[config.mk]
export PLATFORM = sky130hd
export DESIGN_NAME = hme_angle
export DESIGN_NICKNAME = d
export VERILOG_FILES = /design/src/design/hme_pkg.sv /design/src/design/hme_angle.sv
export SDC_FILE = /design/constraint.sdc
export NUM_CORES = 2
export LEC_CHECK = 0
export BUFFER_PORTS_ARGS = -buffer_cell sky130_fd_sc_hd__buf_2
export CAP_MARGIN = 25
export CORE_UTILIZATION = 55
export DETAILED_ROUTE_END_ITERATION = 8
export PLACE_DENSITY = 0.72
export SYNTH_ARGS = -nofsm -noshare
export SYNTH_HDL_FRONTEND = slang
export SYNTH_SLANG_ARGS = --single-unit
[constraint.sdc]
create_clock -name clk -period 7.9 [get_ports clk]
set_clock_uncertainty 0.1 [all_clocks]
set_input_delay 0.395 -clock clk [delete_from_list [all_inputs] [get_ports clk]]
set_output_delay 0.395 -clock clk [all_outputs]
set_load 0.005 [all_outputs]
[src/design/hme_pkg.sv]
package hme_pkg;

    localparam int TABLE_LEN = 24;
    localparam int DEF_CORDIC_STEPS = 16;

    // 2^40 / (2 pi): radians in Q24.24 to a 32-bit turn angle
    localparam logic [37:0] RAD_TO_TURN = 38'd174992710548;
    localparam logic signed [33:0] INV_GAIN_Q30 = 34'sd652032874;
    localparam logic signed [33:0] ONE_Q30 = 34'sd1073741824;

    localparam logic [15:0] AMP_RESET = 16'd4096;
    localparam logic [15:0] RATE_RESET = 16'd256;
    localparam logic [15:0] PHASE_RESET = 16'd0;

    localparam logic [1:0] REG_AMPLITUDE = 2'd0;
    localparam logic [1:0] REG_RATE = 2'd1;
    localparam logic [1:0] REG_PHASE = 2'd2;

    typedef struct packed {
        logic signed [33:0] x;
        logic signed [33:0] y;
        logic signed [33:0] z;
        logic               flip;
    } cordic_t;

    function automatic logic [31:0] atan_turn(input int idx);
        logic [31:0] v;
        case (idx)
            0: v = 32'h20000000;
            1: v = 32'h12E4051E;
            2: v = 32'h09FB385B;
            3: v = 32'h051111D4;
            4: v = 32'h028B0D43;
            5: v = 32'h0145D7E1;
            6: v = 32'h00A2F61E;
            7: v = 32'h00517C55;
            8: v = 32'h0028BE53;
            9: v = 32'h00145F2F;
            10: v = 32'h000A2F98;
            11: v = 32'h000517CC;
            12: v = 32'h00028BE6;
            13: v = 32'h000145F3;
            14: v = 32'h0000A2FA;
            15: v = 32'h0000517D;
            16: v = 32'h000028BE;
            17: v = 32'h0000145F;
            18: v = 32'h00000A30;
            19: v = 32'h00000518;
            20: v = 32'h0000028C;
            21: v = 32'h00000146;
            22: v = 32'h000000A3;
            23: v = 32'h00000051;
            default: v = 32'h00000000;
        endcase
        return v;
    endfunction

endpackage

[src/design/hme_angle.sv]
module hme_angle (
    input  logic                 clk,
    input  logic                 rst_n,
    input  logic                 in_valid,
    output logic                 in_stall,
    input  logic [31:0]          sample_time,
    input  logic [15:0]          angular_rate,
    input  logic [15:0]          start_phase,
    output logic                 out_valid,
    input  logic                 out_stall,
    output hme_pkg::cordic_t     out_data
);

    logic [2:0]        vld_reg;
    logic [2:0]        adv;
    logic [47:0]       p_reg;
    logic [47:0]       p_next;
    logic [42:0]       ll_reg, lh_reg, hl_reg, hh_reg;
    logic [42:0]       ll_next, lh_next, hl_next, hh_next;
    logic [63:0]       sum;
    logic [31:0]       angle;
    logic              flip;
    logic [31:0]       folded;
    hme_pkg::cordic_t  data_reg;
    hme_pkg::cordic_t  data_next;

    assign adv[2] = !vld_reg[2] || !out_stall;
    assign adv[1] = !vld_reg[1] || adv[2];
    assign adv[0] = !vld_reg[0] || adv[1];
    assign in_stall = !adv[0];

    assign p_next = {32'b0, angular_rate} * {16'b0, sample_time};

    // split p * K into four partial products, 24x19 bits each
    assign ll_next = {19'b0, p_reg[23:0]} * {24'b0, hme_pkg::RAD_TO_TURN[18:0]};
    assign lh_next = {19'b0, p_reg[23:0]} * {24'b0, hme_pkg::RAD_TO_TURN[37:19]};
    assign hl_next = {19'b0, p_reg[47:24]} * {24'b0, hme_pkg::RAD_TO_TURN[18:0]};
    assign hh_next = {19'b0, p_reg[47:24]} * {24'b0, hme_pkg::RAD_TO_TURN[37:19]};

    always_comb
    begin
        sum = {21'b0, ll_reg} + ({21'b0, lh_reg} << 19) + ({21'b0, hl_reg} << 24)
            + ({21'b0, hh_reg} << 43);
        angle = sum[63:32] + {start_phase, 16'b0};
        // fold the left half plane by half a turn
        flip = angle[31] ^ angle[30];
        folded = {angle[31] ^ flip, angle[30:0]};
        data_next.x = hme_pkg::INV_GAIN_Q30;
        data_next.y = '0;
        data_next.z = {{2{folded[31]}}, folded};
        data_next.flip = flip;
    end

    always_ff @(posedge clk or negedge rst_n)
    begin
        if (!rst_n)
        begin
            vld_reg <= '0;
        end
        else
        begin
            if (adv[0])
            begin
                vld_reg[0] <= in_valid;
            end
            if (adv[1])
            begin
                vld_reg[1] <= vld_reg[0];
            end
            if (adv[2])
            begin
                vld_reg[2] <= vld_reg[1];
            end
        end
    end

    always_ff @(posedge clk)
    begin
        if (adv[0])
        begin
            p_reg <= p_next;
        end
        if (adv[1])
        begin
            ll_reg <= ll_next;
            lh_reg <= lh_next;
            hl_reg <= hl_next;
            hh_reg <= hh_next;
        end
        if (adv[2])
        begin
            data_reg <= data_next;
        end
    end

    assign out_valid = vld_reg[2];
    assign out_data = data_reg;

endmodule

==> impl_metrics.py <==
metrics = {
    "synthesis": {
        "synth_area_leader_cell": "fa_1",
        "synthArstFlopShare_pct": 1.50,
        "synth.avg_cell_area_um2": 10.1,
        "synth_top_cell_area_share_pct": 39.4,
        "synth-seq-area-share_pct": 12.7,
        "synth_flop_cell": "edfxtp_1",
        "synth.area.top_cells": "fa_1, ha_1, edfxtp_1",
        "yosys.cell_types.count": 75,
        "netlist_instances": 4641,
        "synth-edff-count": 197,
        "synth-seq-cells": 200,
        "ys_warn_count": 0,
        "synth_area_um2": 47100,
    },
    "routing": {
        "routed_via_density": 5.40,
        "vias": 31500,
        "drc": 0,
        "wire_per_inst_um": 18.5,
        "drt_iter0_drc": 1932,
        "wirelength_met1_mm": 47.3,
        "wl_met2_mm": 51.1,
        "totalWireLength_mm": 108,
        "dr.pass1.iters": 5,
        "top_layer": "met5",
        "met3_length_mm": 8.00,
        "antenna_left": 0,
    },
    "global_route": {
        "gr-total-overflow": 0,
        "antenna_found_initial": 1,
        "grt_max_degree": 72,
        "grt_pass1_vias": 34000,
        "grt_pass1_wl_mm": 179,
        "groute.usage.overall_pct": 26.6,
    },
    "placement": {
        "gp_congestion": 0.986,
        "dp_hpwl_mm": 92.3,
        "portBuffers": 104,
    },
    "timing": {
        "setup_viol": 0,
        "period_minus_slack_ps": 6970,
        "fin_crit_sh_pct": 88.2,
        "hold_viol": 0,
        "tightest_slew_ps": 852,
        "rsz0062_at_grt": "no",
        "timing.fmax_ghz": 0.144,
        "slew_viol_final": 0,
        "tns_ps": 0,
        "slew_headroom_pct": 43.2,
    },
    "clock_network": {
        "cts_tree": "done",
        "cts_buffers": 17,
        "clk_latency_ps": 480,
        "htreeDepth": 4,
        "cts-root-buf": "clkbuf_16",
        "clkSlewWorstSetupHoldPaths_ps": 80,
        "cts_setup_buffers": 0,
        "clock_path_buffers": 2,
        "cts.sinks": 200,
    },
    "setup_path": {
        "worstPathMaxFanout": 10,
        "end_kind": "flop",
        "r2r-end": "hl_reg[38]",
        "rr_startpoint": "p_reg[30]",
        "worstPathArrival_ps": 7070,
        "critPathRequiredTime_ps": 8000,
        "rr_worst_depth": 18,
        "worstSetupStartpointType": "flop",
        "crit_type": "reg2reg",
        "startpoint": "p_reg[30]",
        "r2r_slack_ps": 930,
    },
    "finish": {
        "num-fill-cells": 7007,
        "largest_reg_flops": 48,
        "area_growth_syn_to_layout_pct": 4.54,
        "most-common-layout-cells": "inv_1, fa_1, ha_1",
        "final_common_cell": "inv_1",
        "antenna_cells": 0,
        "fin_nets": 6333,
        "drive_above_1_share_pct": 3.91,
    },
    "hold_path": {
        "worstHoldStart": "start_phase[0]",
        "hold_depth": 2,
        "whs_endpoint": "out_data[17]",
        "hp-class": "in2reg",
    },
    "status": {
        "status": "complete, no violations",
    },
    "flow_run": {
        "maxCapViolCount": 0,
    },
    "floorplanning": {
        "io_pins": 173,
        "start_util_pct": 55.9,
        "fp-row-count": 106,
        "die_h_um": 295,
        "fp.coreArea_um2": 84200,
        "dieWidth_um": 295,
        "dieArea_um2": 86700,
    },
}
==> how the worst max path moves through the flow <==
stage | to | slack, ps | cells after the start
after floorplan | p_reg[44] | 1490 | 20
final | hl_reg[38] | 930 | 18
after CTS | hl_reg[38] | 960 | 18
after detailed placement | p_reg[44] | 680 | 20
after global routing | hl_reg[38] | 580 | 18
after global placement | p_reg[44] | 810 | 20
==> layout make-up <==
type	count	area (um^2)	share of cell area (%)
Timing Repair Buffer	127	698	1.42
Tap cell	1134	1420	2.88
Clock inverter	15	178	0.361
Multi-Input combinational cell	3228	36300	73.7
Inverter	1124	4220	8.58
Clock buffer	17	425	0.865
Sequential cell	200	5990	12.2
==> timing repair <==
| action | CTS | global route |
|---|---|---|
| gates resized for setup | 0 | 0 |
| hold buffers | 2 | 0 |
| endpoints found under the hold margin | 4 | 0 |
==> through the flow <==
stage | area (um^2) | util [%] | setup WS (ps) | hold WS (ps) | cells
floorplan | 47300 | - | 1490 | -0.591 | 4707
global placement | 48600 | 57.7 | 809 | 94.0 | 5811
detailed placement | 48600 | 57.7 | 679 | 93.5 | 5811
CTS | 49200 | 58.4 | 959 | 113 | 5845
global route | 49200 | 58.4 | 584 | 142 | 5845
finish | 49200 | 58.4 | 932 | 136 | 5845
==> logic make-up after synthesis <==
logic type,Yosys count,share of synthesized area [%]
compound gates,521,7.34
xor+xnor,199,3.73
fa+ha+maj,1567,56.4
buf+inv,1279,10.8
flops,200,12.7
mux,3,0.0638
other cells,2,0.0160
simple gates,870,8.91
==> synth_stat cells (all sizes together) (4+ instances only) <==
cell / instances
nand4: 14
nor3: 25
a221oi: 4
xnor2: 139
nor2b: 24
o21ai: 85
o22ai: 4
a21o: 92
nor2: 105
xor2: 59
a2111oi: 5
o31ai: 6
a211oi: 22
o21bai: 28
a31o: 7
o21a: 28
or2: 8
a21oi: 153
nand3: 31
buf: 70
inv: 1124
nand2: 376
o311ai: 5
o21ba: 4
o2111ai: 6
clkbuf: 85
a221o: 6
a211o: 12
fa: 927
a31oi: 17
ha: 640
and3: 18
a21boi: 5
o211ai: 10
edfxtp: 197
and2: 230
nand2b: 23
==> critical path, cell delays in order, from the launching register on <==
cell,delay [ps]
edfxtp_1,690
fa_1,680
inv_1,70
fa_1,450
fa_1,490
inv_1,60
fa_1,500
fa_1,570
fa_1,420
ha_1,390
a21oi_1,160
o21ai_0,160
a2bb2oi_1,240
o21a_1,180
o221ai_1,230
a221o_1,550
a2111oi_2,440
or3_1,210
o311ai_1,100
==> layer usage <==
metal,track usage (%),vias to the layer above
met2,44.0,1057
li1,-,14400
met1,36.5,15900
met3,4.70,126
met4,5.92,2
met5,0,-
Power is left out: the tool's default activity adds up to more than one toggle a clock period on the data nets, which glitch-free logic cannot reach.
